## src/hdl/cfb_pkg.sv

```systemverilog
package cfb_pkg;

    // frame layout
    localparam int unsigned HDR_LEN   = 4;
    localparam int unsigned PAY_BYTES = 4;
    localparam int unsigned FRM_BYTES = HDR_LEN + PAY_BYTES;

    // largest payload a frame may carry
    localparam logic [3:0] MAX_PAYLOAD = 4'd4;

    // fixed header byte and frame sizes per command class
    localparam logic [7:0] HDR_MARK     = 8'd4;
    localparam logic [3:0] SIZE_SHORT   = 4'd4;
    localparam logic [3:0] SIZE_MEDIUM  = 4'd6;
    localparam logic [3:0] SIZE_LONG    = 4'd8;

    // crc-16/xmodem
    localparam logic [15:0] CRC_POLY = 16'h1021;
    localparam logic [15:0] CRC_INIT = 16'h0000;

    // configuration register indexes
    localparam logic [2:0] REG_DEV_ADDR     = 3'd0;
    localparam logic [2:0] REG_CODE_SCANNER = 3'd1;
    localparam logic [2:0] REG_CODE_DATE    = 3'd2;
    localparam logic [2:0] REG_CODE_COMMON  = 3'd3;
    localparam logic [2:0] REG_CODE_WOOD    = 3'd4;

    // result status codes
    typedef enum logic [1:0] {
        ST_OK        = 2'd0,
        ST_BAD_CMD   = 2'd1,
        ST_BAD_COUNT = 2'd2
    } t_status;

    // one frame as it moves down the pipeline
    typedef struct packed {
        t_status                      status;
        logic [3:0]                   size;
        logic [FRM_BYTES-1:0][7:0]    bytes;
        logic [15:0]                  crc;
    } t_frame;

    // one byte through the crc, msb first
    function automatic logic [15:0] crc_byte(input logic [15:0] crc, input logic [7:0] data);
        logic [15:0] c;
        c = crc ^ {data, 8'h00};
        for (int b = 0; b < 8; b++) begin
            c = c[15] ? ({c[14:0], 1'b0} ^ CRC_POLY) : {c[14:0], 1'b0};
        end
        return c;
    endfunction

endpackage

```

## src/hdl/cfb_frame_ser.sv

```systemverilog
module cfb_frame_ser (
    input  logic              i_clk,
    input  logic              i_rst_n,
    input  logic              i_valid,
    output logic              o_ready,
    input  cfb_pkg::t_frame   i_frame,
    output logic              o_valid,
    input  logic              i_stall,
    output logic [7:0]        o_frame_byte,
    output logic              o_last_byte,
    output logic [1:0]        o_status
);

    logic            r_busy;
    cfb_pkg::t_frame r_frame;
    logic [3:0]      r_idx;
    logic            is_err;
    logic            is_last;
    logic            take;

    // end of frame: error results are a single transaction
    assign is_err  = (r_frame.status != cfb_pkg::ST_OK);
    assign is_last = is_err || (r_idx == r_frame.size + 4'd1);
    assign take    = r_busy && !i_stall;
    assign o_ready = !r_busy || (take && is_last);

    // frame holding register and byte counter
    always_ff @(posedge i_clk) begin
        if (!i_rst_n) begin
            r_busy <= 1'b0;
            r_idx  <= 4'd0;
        end else if (o_ready) begin
            r_busy  <= i_valid;
            r_frame <= i_frame;
            r_idx   <= 4'd0;
        end else if (take) begin
            r_idx <= r_idx + 4'd1;
        end
    end

    // byte select: header and payload, then crc high, then crc low; a zero byte for an error result
    always_comb begin
        if (is_err) begin
            o_frame_byte = 8'h00;
        end else if (r_idx < r_frame.size) begin
            o_frame_byte = r_frame.bytes[r_idx[2:0]];
        end else if (r_idx == r_frame.size) begin
            o_frame_byte = r_frame.crc[15:8];
        end else begin
            o_frame_byte = r_frame.crc[7:0];
        end
    end

    assign o_valid     = r_busy;
    assign o_last_byte = is_last;
    assign o_status    = r_frame.status;

endmodule

```

## src/hdl/command_frame_builder_crc16.sv

```systemverilog
// Command frame builder. Each request transaction (command, payload count, payload bytes)
// becomes one byte frame: address, size, command, 4, payload, then a crc-16/xmodem over
// all of that, high byte first; an unknown command or a wrong payload count gives a single
// error transaction instead. A request can enter every cycle while o_stall is low. The first
// byte reaches the output through the decode stage, which captures the request at the
// accepting edge, eight crc stages of one byte each, then the output register. The
// byte-wide output register sends a frame of size s as s + 2 bytes (6, 8 or 10), an error
// result as a single byte; meanwhile the empty pipeline stages keep taking requests.
// Configuration writes are meant for idle periods only.
module command_frame_builder_crc16 #(
    parameter logic [3:0] MAX_PAYLOAD = cfb_pkg::MAX_PAYLOAD
) (
    input  logic        i_clk,
    input  logic        i_rst_n,
    // configuration
    input  logic        i_cfg_we,
    input  logic [2:0]  i_cfg_index,
    input  logic [7:0]  i_cfg_data,
    // requests
    input  logic        i_valid,
    output logic        o_stall,
    input  logic [7:0]  i_command,
    input  logic [2:0]  i_payload_count,
    input  logic [31:0] i_payload_bytes,
    // frame bytes
    output logic        o_valid,
    input  logic        i_stall,
    output logic [7:0]  o_frame_byte,
    output logic        o_last_byte,
    output logic [1:0]  o_status
);

    localparam int unsigned NSTG = cfb_pkg::FRM_BYTES + 1;

    logic [7:0] r_dev_addr;
    logic [7:0] r_code_scanner;
    logic [7:0] r_code_date;
    logic [7:0] r_code_common;
    logic [7:0] r_code_wood;

    logic [3:0]         dec_size;
    logic [3:0]         dec_npay;
    cfb_pkg::t_status   dec_status;
    cfb_pkg::t_frame    dec_frame;

    logic [NSTG-1:0]    r_vld;
    cfb_pkg::t_frame    r_stg [NSTG];
    cfb_pkg::t_frame    n_stg [NSTG];
    logic [NSTG:0]      stg_rdy;
    logic               ser_rdy;

    // configuration registers
    always_ff @(posedge i_clk) begin
        if (!i_rst_n) begin
            r_dev_addr     <= 8'd1;
            r_code_scanner <= 8'd110;
            r_code_date    <= 8'd100;
            r_code_common  <= 8'd101;
            r_code_wood    <= 8'd103;
        end else if (i_cfg_we) begin
            unique case (i_cfg_index)
                cfb_pkg::REG_DEV_ADDR:     r_dev_addr     <= i_cfg_data;
                cfb_pkg::REG_CODE_SCANNER: r_code_scanner <= i_cfg_data;
                cfb_pkg::REG_CODE_DATE:    r_code_date    <= i_cfg_data;
                cfb_pkg::REG_CODE_COMMON:  r_code_common  <= i_cfg_data;
                cfb_pkg::REG_CODE_WOOD:    r_code_wood    <= i_cfg_data;
                default: ;
            endcase
        end
    end

    // command match in priority order, then payload count check
    always_comb begin
        dec_status = cfb_pkg::ST_OK;
        dec_size   = cfb_pkg::SIZE_SHORT;
        if (i_command == r_code_scanner) begin
            dec_size = cfb_pkg::SIZE_SHORT;
        end else if (i_command == r_code_date) begin
            dec_size = cfb_pkg::SIZE_LONG;
        end else if (i_command == r_code_common) begin
            dec_size = cfb_pkg::SIZE_SHORT;
        end else if (i_command == r_code_wood) begin
            dec_size = cfb_pkg::SIZE_MEDIUM;
        end else begin
            dec_status = cfb_pkg::ST_BAD_CMD;
        end
        dec_npay = dec_size - 4'(cfb_pkg::HDR_LEN);
        if (dec_status == cfb_pkg::ST_OK &&
            ({1'b0, i_payload_count} != dec_npay || dec_npay > MAX_PAYLOAD)) begin
            dec_status = cfb_pkg::ST_BAD_COUNT;
        end
    end

    // header and payload bytes of the frame
    always_comb begin
        dec_frame.status   = dec_status;
        dec_frame.size     = dec_size;
        dec_frame.crc      = cfb_pkg::CRC_INIT;
        dec_frame.bytes[0] = r_dev_addr;
        dec_frame.bytes[1] = {4'd0, dec_size};
        dec_frame.bytes[2] = i_command;
        dec_frame.bytes[3] = cfb_pkg::HDR_MARK;
        for (int k = 0; k < cfb_pkg::PAY_BYTES; k++) begin
            dec_frame.bytes[cfb_pkg::HDR_LEN + k] = i_payload_bytes[8*k +: 8];
        end
    end

    // per-stage advance: a stage moves when empty or when its successor moves
    assign stg_rdy[NSTG] = ser_rdy;
    generate
        for (genvar j = 0; j < NSTG; j++) begin : g_rdy
            assign stg_rdy[j] = !r_vld[j] || stg_rdy[j+1];
        end
    endgenerate
    assign o_stall = !stg_rdy[0];

    // decode stage
    assign n_stg[0] = dec_frame;

    // crc stages, one frame byte each
    generate
        for (genvar j = 1; j < NSTG; j++) begin : g_crc
            localparam logic [3:0] BYTE_IDX = 4'(j - 1);
            always_comb begin
                n_stg[j] = r_stg[j-1];
                if (BYTE_IDX < r_stg[j-1].size) begin
                    n_stg[j].crc = cfb_pkg::crc_byte(r_stg[j-1].crc,
                                                     r_stg[j-1].bytes[BYTE_IDX[2:0]]);
                end
            end
        end
    endgenerate

    // pipeline registers
    generate
        for (genvar j = 0; j < NSTG; j++) begin : g_stg
            always_ff @(posedge i_clk) begin
                if (!i_rst_n) begin
                    r_vld[j] <= 1'b0;
                end else if (stg_rdy[j]) begin
                    r_vld[j] <= (j == 0) ? i_valid : r_vld[(j == 0) ? 0 : j-1];
                    r_stg[j] <= n_stg[j];
                end
            end
        end
    endgenerate

    // byte serializer and output register
    cfb_frame_ser u_ser (
        .i_clk        (i_clk),
        .i_rst_n      (i_rst_n),
        .i_valid      (r_vld[NSTG-1]),
        .o_ready      (ser_rdy),
        .i_frame      (r_stg[NSTG-1]),
        .o_valid      (o_valid),
        .i_stall      (i_stall),
        .o_frame_byte (o_frame_byte),
        .o_last_byte  (o_last_byte),
        .o_status     (o_status)
    );

    // an accepted request lands in the decode stage
    a_in_lands: assert property (@(posedge i_clk) disable iff (!i_rst_n)
        (i_valid && !o_stall) |=> r_vld[0])
        else $error("accepted request not captured");

    // input is only held off when the decode stage is occupied
    a_stall_full: assert property (@(posedge i_clk) disable iff (!i_rst_n)
        o_stall |-> r_vld[0])
        else $error("stall with empty decode stage");

    // error results are a single zero byte
    a_err_single: assert property (@(posedge i_clk) disable iff (!i_rst_n)
        (o_valid && o_status != cfb_pkg::ST_OK) |-> (o_last_byte && o_frame_byte == 8'h00))
        else $error("error result not a single zero byte");

    // a frame byte that ends a frame frees the output register for the last crc stage
    a_last_frees: assert property (@(posedge i_clk) disable iff (!i_rst_n)
        (o_valid && !i_stall && o_last_byte) |-> ser_rdy)
        else $error("serializer did not free after last byte");

endmodule
```

## config.mk

```make
export PLATFORM = sky130hd
export DESIGN_NAME = command_frame_builder_crc16
export DESIGN_NICKNAME = d
export VERILOG_FILES = /design/src/hdl/cfb_pkg.sv /design/src/hdl/cfb_frame_ser.sv /design/src/hdl/command_frame_builder_crc16.sv
export SDC_FILE = /design/constraint.sdc
export NUM_CORES = 1
export LEC_CHECK = 0
export ABC_AREA = 1
export CELL_PAD_IN_SITES_DETAIL_PLACEMENT = 0
export CELL_PAD_IN_SITES_GLOBAL_PLACEMENT = 2
export CORE_MARGIN = 5
export CORE_UTILIZATION = 45
export CTS_CLUSTER_SIZE = 24
export DETAILED_ROUTE_END_ITERATION = 6
export DONT_BUFFER_PORTS = 1
export PLACE_DENSITY_LB_ADDON = 0.12
export SLEW_MARGIN = 25
export SYNTH_ARGS = -nofsm -noshare
export SYNTH_HDL_FRONTEND = slang
export SYNTH_HIERARCHICAL = 1
export SYNTH_SLANG_ARGS = --single-unit
export TNS_END_PERCENT = 100
```

## constraint.sdc

```tcl
create_clock -name i_clk -period 6.2 [get_ports i_clk]
set_clock_uncertainty 0.2 [all_clocks]
set_input_delay 0.62 -clock i_clk [delete_from_list [all_inputs] [get_ports i_clk]]
set_output_delay 0.62 -clock i_clk [all_outputs]
set_load 0.03 [all_outputs]
```

==> impl_metrics.tcl, run 1 <==
set metrics [dict create \
    status "completed" \
    yosysWarningCount 6 \
    fp.dieH_um 256 \
    power_density_mw_per_mm2 371 \
    dp.cells 2612 \
    dp_slack_ns 1.78 \
    period_share_pct 74.6 \
    cp.required_ns 5.38 \
    ys_types 43 \
    ios 72 \
    cts_sinks 740 \
    final_cell_count_no_fill 2801 \
    peakVddDrop_v 0.000232 \
    area_delta_synth_final_pct 14.9 \
    multiInputGateArea_mm2 0.00497 \
    mostFrequentLayoutCells "686 x edfxtp_1, 359 x nand2_1, 155 x o21ai_0" \
    grt_pass1_wl_um 74600 \
    yosysTopAreaCellShare_pct 75.7 \
    first_pass_iters 4 \
    crit_path_end_kind "primary output" \
    cts_tree "done" \
    timing.fmax_mhz 216 \
    synth_enable_flop_cells 686 \
    drt_iter0_drc 696 \
    tightestPinTransition_ns 0.884 \
    coreArea_mm2 0.0601 \
    clkPwrFrac_pct 38.9 \
    drive_above_1_share_pct 10.2 \
    arrival_ns 3.80 \
    max_cap_viol_count 0 \
    cellInternalPower_mw 9.05 \
    ys_seq_area_share_pct 79.7 \
    pwr-share-seq_pct 53.5 \
    path_clk_slew_ns 0.06 \
    wl_um 47200 \
    core.rowCount 90 \
    switchingPower_mw 2.56 \
    fin_ws_ns 1.58 \
    rsz0062_at_grt "false" \
    grt_max_degree 70 \
    switching_share_pct 22.0 \
    min_period_ns 4.62 \
    drc_errors 0 \
    dpl-instance-area_mm2 0.0282 \
    fin_nets 2024 \
    drt-wirelength-per-cell_um 16.9 \
    synth.largest_area_cell "edfxtp_1" \
    postCtsSetupRepairBufs 0 \
    async_flop_share_pct 0 \
    root_buffer "clkbuf_16" \
    crit_chain "buf_4, inv_2, ha_1, a21oi_2, nand2_1, nor2_1, nand2_1, nand2_2, nand2_4, nand2_1, nor2_4, nand4_2, nor2_4, nand3_2, nor2_4, nand2_2, inv_2" \
    worstHoldPathCells 2 \
    grt_pass1_vias 13100 \
    ys_ff_latch 740 \
    insertion_delay_ns 0.60 \
    h-tree-depth 3 \
    start_util_pct 45.2 \
    antenna_found_initial 0 \
    comb_power_share_pct 7.6 \
    holdCritPathClass "input port to flop" \
    hold_viol 0 \
    cts.repair.resized 0 \
    seqCellArea_mm2 0.0217 \
    cts_buffers 76 \
    final_common_cell "edfxtp_1" \
    via_per_inst 4.70 \
    p_leak_nw 11.3 \
    synth_area_mm2 0.0272 \
    synthTopCellsByArea "edfxtp_1 76%, nand2_1 5.0%, dfxtp_1 4.0%" \
    dr_total_vias 13200 \
    rr_worst_depth 17 \
    synth_ff_type "edfxtp_1" \
    hpwlAfterDp_um 33300 \
    syn_inst 1838 \
    io_buffers 0 \
    max_slew_margin_pct 41.1 \
    routabilityCongestion 0.831 \
    tns_ns 0 \
    stdcell_area_mm2 0.0313 \
    worstSetupPathType "flop to primary output" \
    die_x_um 256 \
    cts.path.max_buffers 3 \
    crit_path_max_incr_delay_ns 0.42 \
    fill_cells 4974 \
    dieArea_mm2 0.0655 \
    antenna_cells 0 \
    worstPathMaxFanout 35 \
    maxSlewViolCount 0 \
    grt-ovfl-total 0 \
    critPathLaunchType "flop" \
    setup_viol 0 \
    cp_slowest_cell "ha_1" \
    grt_usage_pct 14.5 \
    antenna_left 0 \
    synth_area_per_cell_um2 14.8 \
]
==> logic make-up (layout without fill, tap and decap cells) <==
| group | after synthesis | in the layout | share of synthesized area [%] |
|---|---|---|---|
| AOI/OAI and AO/OA | 230 | 230 | 4.49 |
| xor gates and xnor gates | 123 | 123 | 4.26 |
| adders and majority gates | 6 | 6 | 0.276 |
| buffers and inverters | 164 | 333 | 2.38 |
| DFF | 740 | 740 | 79.7 |
| muxes | 3 | 3 | 0.138 |
| other | 2 | 14 | 0.0276 |
| and+or+nand+nor | 570 | 570 | 8.73 |
==> layout make-up <==
cell class / instances / area share (%)
clock buffer: 89 / 6.44
timing repair buffer: 69 / 2.10
tap: 782 / 3.13
clock inverter: 49 / 1.60
multi-input combinational: 946 / 15.9
sequential: 740 / 69.3
inverter: 126 / 1.52
==> timing repair <==
action                                  in CTS  in global routing
hold endpoints to repair                    86                  0
endpoints found under the setup margin       0                  0
hold buffers                                51                  0
==> power groups by stage <==
stage               clock network (mW)  logic, mW  registers (mW)
floorplan                            0      0.680            6.21
global placement                     0      0.854            6.31
global route                      4.86       1.00            6.25
finish                            4.52      0.880            6.20
CTS                               4.66      0.896            6.21
detailed placement                   0      0.861            6.32
==> path summary, 6_finish.rpt <==
kind / endpoint / startpoint / slack [ns]
worst max-delay path: o_stall / u_ser/r_idx[0] / 1.58
worst min-delay path: r_code_wood[7] / i_cfg_data[7] / 0.04
worst max register to register: r_stg[0][307] / u_ser/r_idx[0] / 1.72
worst min register to register: r_stg[0][205] / r_stg[0][119] / 0.21
==> stage by stage <==
stage	hold WS [ns]	total power, mW	utilization [%]
floorplan	0.200	6.90	-
global placement	0.201	7.17	47.0
detailed placement	0.205	7.18	47.0
CTS	0.00638	11.8	52.0
global route	0.0478	12.1	52.0
finish	0.0437	11.6	52.0
==> flip-flops by register name, summed over array words and instances (netlist names) <==
signal and cells:
r_code_common 8, r_stg 600, r_dev_addr 8, u_ser/o_status 2
u_ser/r_frame 84, r_code_wood 8, u_ser/r_idx 4, r_code_date 8
r_code_scanner 8, r_vld 9, u_ser/o_valid 1
==> critical path: cells and delay by family, from the launching register on <==
kind / cells / cell delay (ns)
and+or+nand+nor: 12 / 1.62
buffers and inverters: 3 / 0.80
adders and majority gates: 1 / 0.42
DFF: 1 / 0.30
AOI/OAI and AO/OA: 1 / 0.04
==> layer usage <==
layer,vias up,GRT usage (%),share of wire [%]
met1,6188,19.8,46
li1,6709,-,-
met2,198,23.4,48
met4,0,5.37,2.9
met5,-,0,0
met3,80,2.72,3.5
==> synthesized netlist by cell type (2+ instances only) <==
library cell	n
edfxtp_1	686
xor2_1	52
xnor2_2	11
nor3_4	3
o22a_1	2
inv_1	107
dfxtp_1	54
nor2_4	4
clkbuf_1	23
nand4_1	2
nand2_1	359
nand3_1	44
nor3_1	10
ha_1	6
o21ai_0	155
conb_1	2
buf_4	3
a31oi_1	9
a21oi_1	37
inv_2	15
or2_1	3
o21ai_1	9
o211ai_1	12
nor2_1	120
xnor2_1	60
nand2_2	9
nor2_2	5
a21oi_2	2
or2_2	6
clkinv_1	4
mux2_2	2
buf_2	11
No activity file was read; power rests on OpenSTA's default activity.
==> run 2: changes to the inputs <==
Clock period 6.2 ns to 4.8 ns, I/O delays scaled along.
==> impl_metrics.tcl, run 2 (same netlist as run 1, synthesis figures left out) <==
set metrics [dict create \
    routabilityCongestion 0.847 \
    reg.largest.list "r_stg (600), u_ser/r_frame (84), r_vld (9)" \
    worstHoldPathCells 4 \
    cts_tree "done" \
    holdWs_ns 0.0528 \
    fin_nets 2045 \
    cts_hold_buffers 65 \
    mostFrequentLayoutCells "686 x edfxtp_1, 359 x nand2_1, 155 x o21ai_0" \
    power_density_mw_per_mm2 473 \
    status "completed" \
    hold_viol 0 \
    hold_path_end "r_stg[0][57]" \
    arrival_ns 3.25 \
    antenna_cells 0 \
    holdCritPathClass "input port to flop" \
    wl_um 46700 \
    insertion_delay_ns 0.59 \
    rsz0062_at_grt "false" \
    period_share_pct 81.9 \
    fp.dieH_um 256 \
    grt_pass1_vias 13400 \
    max_flop_register "r_stg" \
    grt_usage_pct 14.6 \
    timing.fmax_mhz 254 \
    timing.rr.end "r_stg[0][38]" \
    dp.cells 2618 \
    grtUsageMet2_pct 23.0 \
    drt_iter0_drc 697 \
    cp.required_ns 4.12 \
    drt-wirelength-per-cell_um 16.6 \
    crit_path_end_kind "primary output" \
    io_buffers 0 \
    rr_worst_depth 17 \
    maxSlewViolCount 0 \
    p_leak_nw 11.4 \
    cts.repair.resized 0 \
    max_cap_viol_count 0 \
    fin_ws_ns 0.871 \
    critPathLaunchType "flop" \
    timing.rr.start "u_ser/r_idx[2]" \
    via_per_inst 4.71 \
    rrSetupSlack_ns 1.07 \
    root_buffer "clkbuf_16" \
    tns_ns 0 \
    cts.path.max_buffers 3 \
    worstPathMaxFanout 5 \
    tightestPinTransition_ns 0.904 \
    antenna_left 0 \
    cts_sinks 740 \
    coreArea_mm2 0.0601 \
    peakVddDrop_v 0.000275 \
    drive_above_1_share_pct 10.0 \
    path_clk_slew_ns 0.06 \
    worstSetupPathType "flop to primary output" \
    largest_reg_flops 600 \
    top_usage_layer "met2" \
    ios 72 \
    final_cell_count_no_fill 2820 \
    power_mw 14.9 \
    worstHoldStart "i_payload_count[0]" \
    drc_errors 0 \
    start_util_pct 45.2 \
    dr_total_vias 13300 \
    hpwlAfterDp_um 32600 \
    final_common_cell "edfxtp_1" \
    cts_buffers 77 \
    postCtsSetupRepairBufs 0 \
    die_x_um 256 \
    core.rowCount 90 \
    antenna_found_initial 0 \
    area_delta_synth_final_pct 15.6 \
    use_met1_pct 20.6 \
    h-tree-depth 3 \
    grt_max_degree 70 \
    dieArea_mm2 0.0655 \
    grt-ovfl-total 0 \
    min_period_ns 3.93 \
    gr-usage-met3_pct 2.67 \
    grt_pass1_wl_um 75400 \
    setup_viol 0 \
    max_slew_margin_pct 39.7 \
    dp_slack_ns 1.01 \
    first_pass_iters 6 \
]
==> run 2: cell types whose count changed in the layout (fill, tap and decap cells not counted) <==
cell           previous run  this run
clkinv_1                 18        22
buf_4                    18        20
clkbuf_1                 10        14
inv_4                     0         1
clkinv_8                  2         0
inv_6                     4         1
buf_12                    1         5
clkinvlp_2                1         0
nor3_1                   10         9
clkinv_4                  1         0
clkinv_2                 17        14
nor3_2                    0         1
dlygate4sd3_1            50        64
==> run 2: worst max-delay path, cell delays in order, from the launching register on <==
cell and delay [ns]:
edfxtp_1 0.43, ha_1 0.35, or2_0 0.23, nand2_1 0.07
nor2_1 0.05, nand2_1 0.11, nand2_2 0.09, nand2_4 0.11
nand2_1 0.11, nor2_4 0.22, nand4_2 0.16, nor2_4 0.19
nand3_2 0.13, nor2_4 0.16, nand2_2 0.06, inv_2 0.18
==> run 2: metal layers <==
metal | vias up | wire length (um)
met5 | - | 0
met4 | 0 | 1100
met3 | 78 | 1590
met2 | 180 | 22000
met1 | 6292 | 22100
li1 | 6746 | -
==> run 2: per-stage QoR <==
stage                     instance area [um2]  util, %
after floorplan                         27300        -
after global routing                    31500     52.3
after detailed placement                28300     47.1
final                                   31500     52.3
after global placement                  28300     47.1
after CTS                               31500     52.3
==> run 2: cell type report <==
cell class,count,area (um2)
clock buffers,93,2030
clock inverters,44,432
fillers,5068,28700
inverters,126,475
multi-input cells,946,4970
flip-flops and latches,740,21700
well taps,782,978
repair buffers,89,891
==> run 2: worst max path at each step <==
stage | slack (ns) | depth (start not counted) | to | start
floorplan | 0.11 | 11 | u_ser/o_status[0] | u_ser/r_idx[0]
global placement | 1.0 | 15 | r_stg[0][265] | u_ser/r_idx[2]
finish | 0.87 | 15 | o_stall | u_ser/r_frame[80]
detailed placement | 1.01 | 17 | r_stg[0][45] | u_ser/r_idx[2]
CTS | 0.77 | 15 | o_stall | u_ser/r_frame[80]
global route | 0.62 | 15 | o_stall | u_ser/r_frame[80]
==> run 2: power breakdown <==
part | internal, mW | switching (mW) | leakage, nW
combinational | 0.469 | 0.681 | 3.04
sequential | 7.73 | 0.275 | 7.15
clock | 3.48 | 2.26 | 1.21
total | 11.7 | 3.21 | 11.4
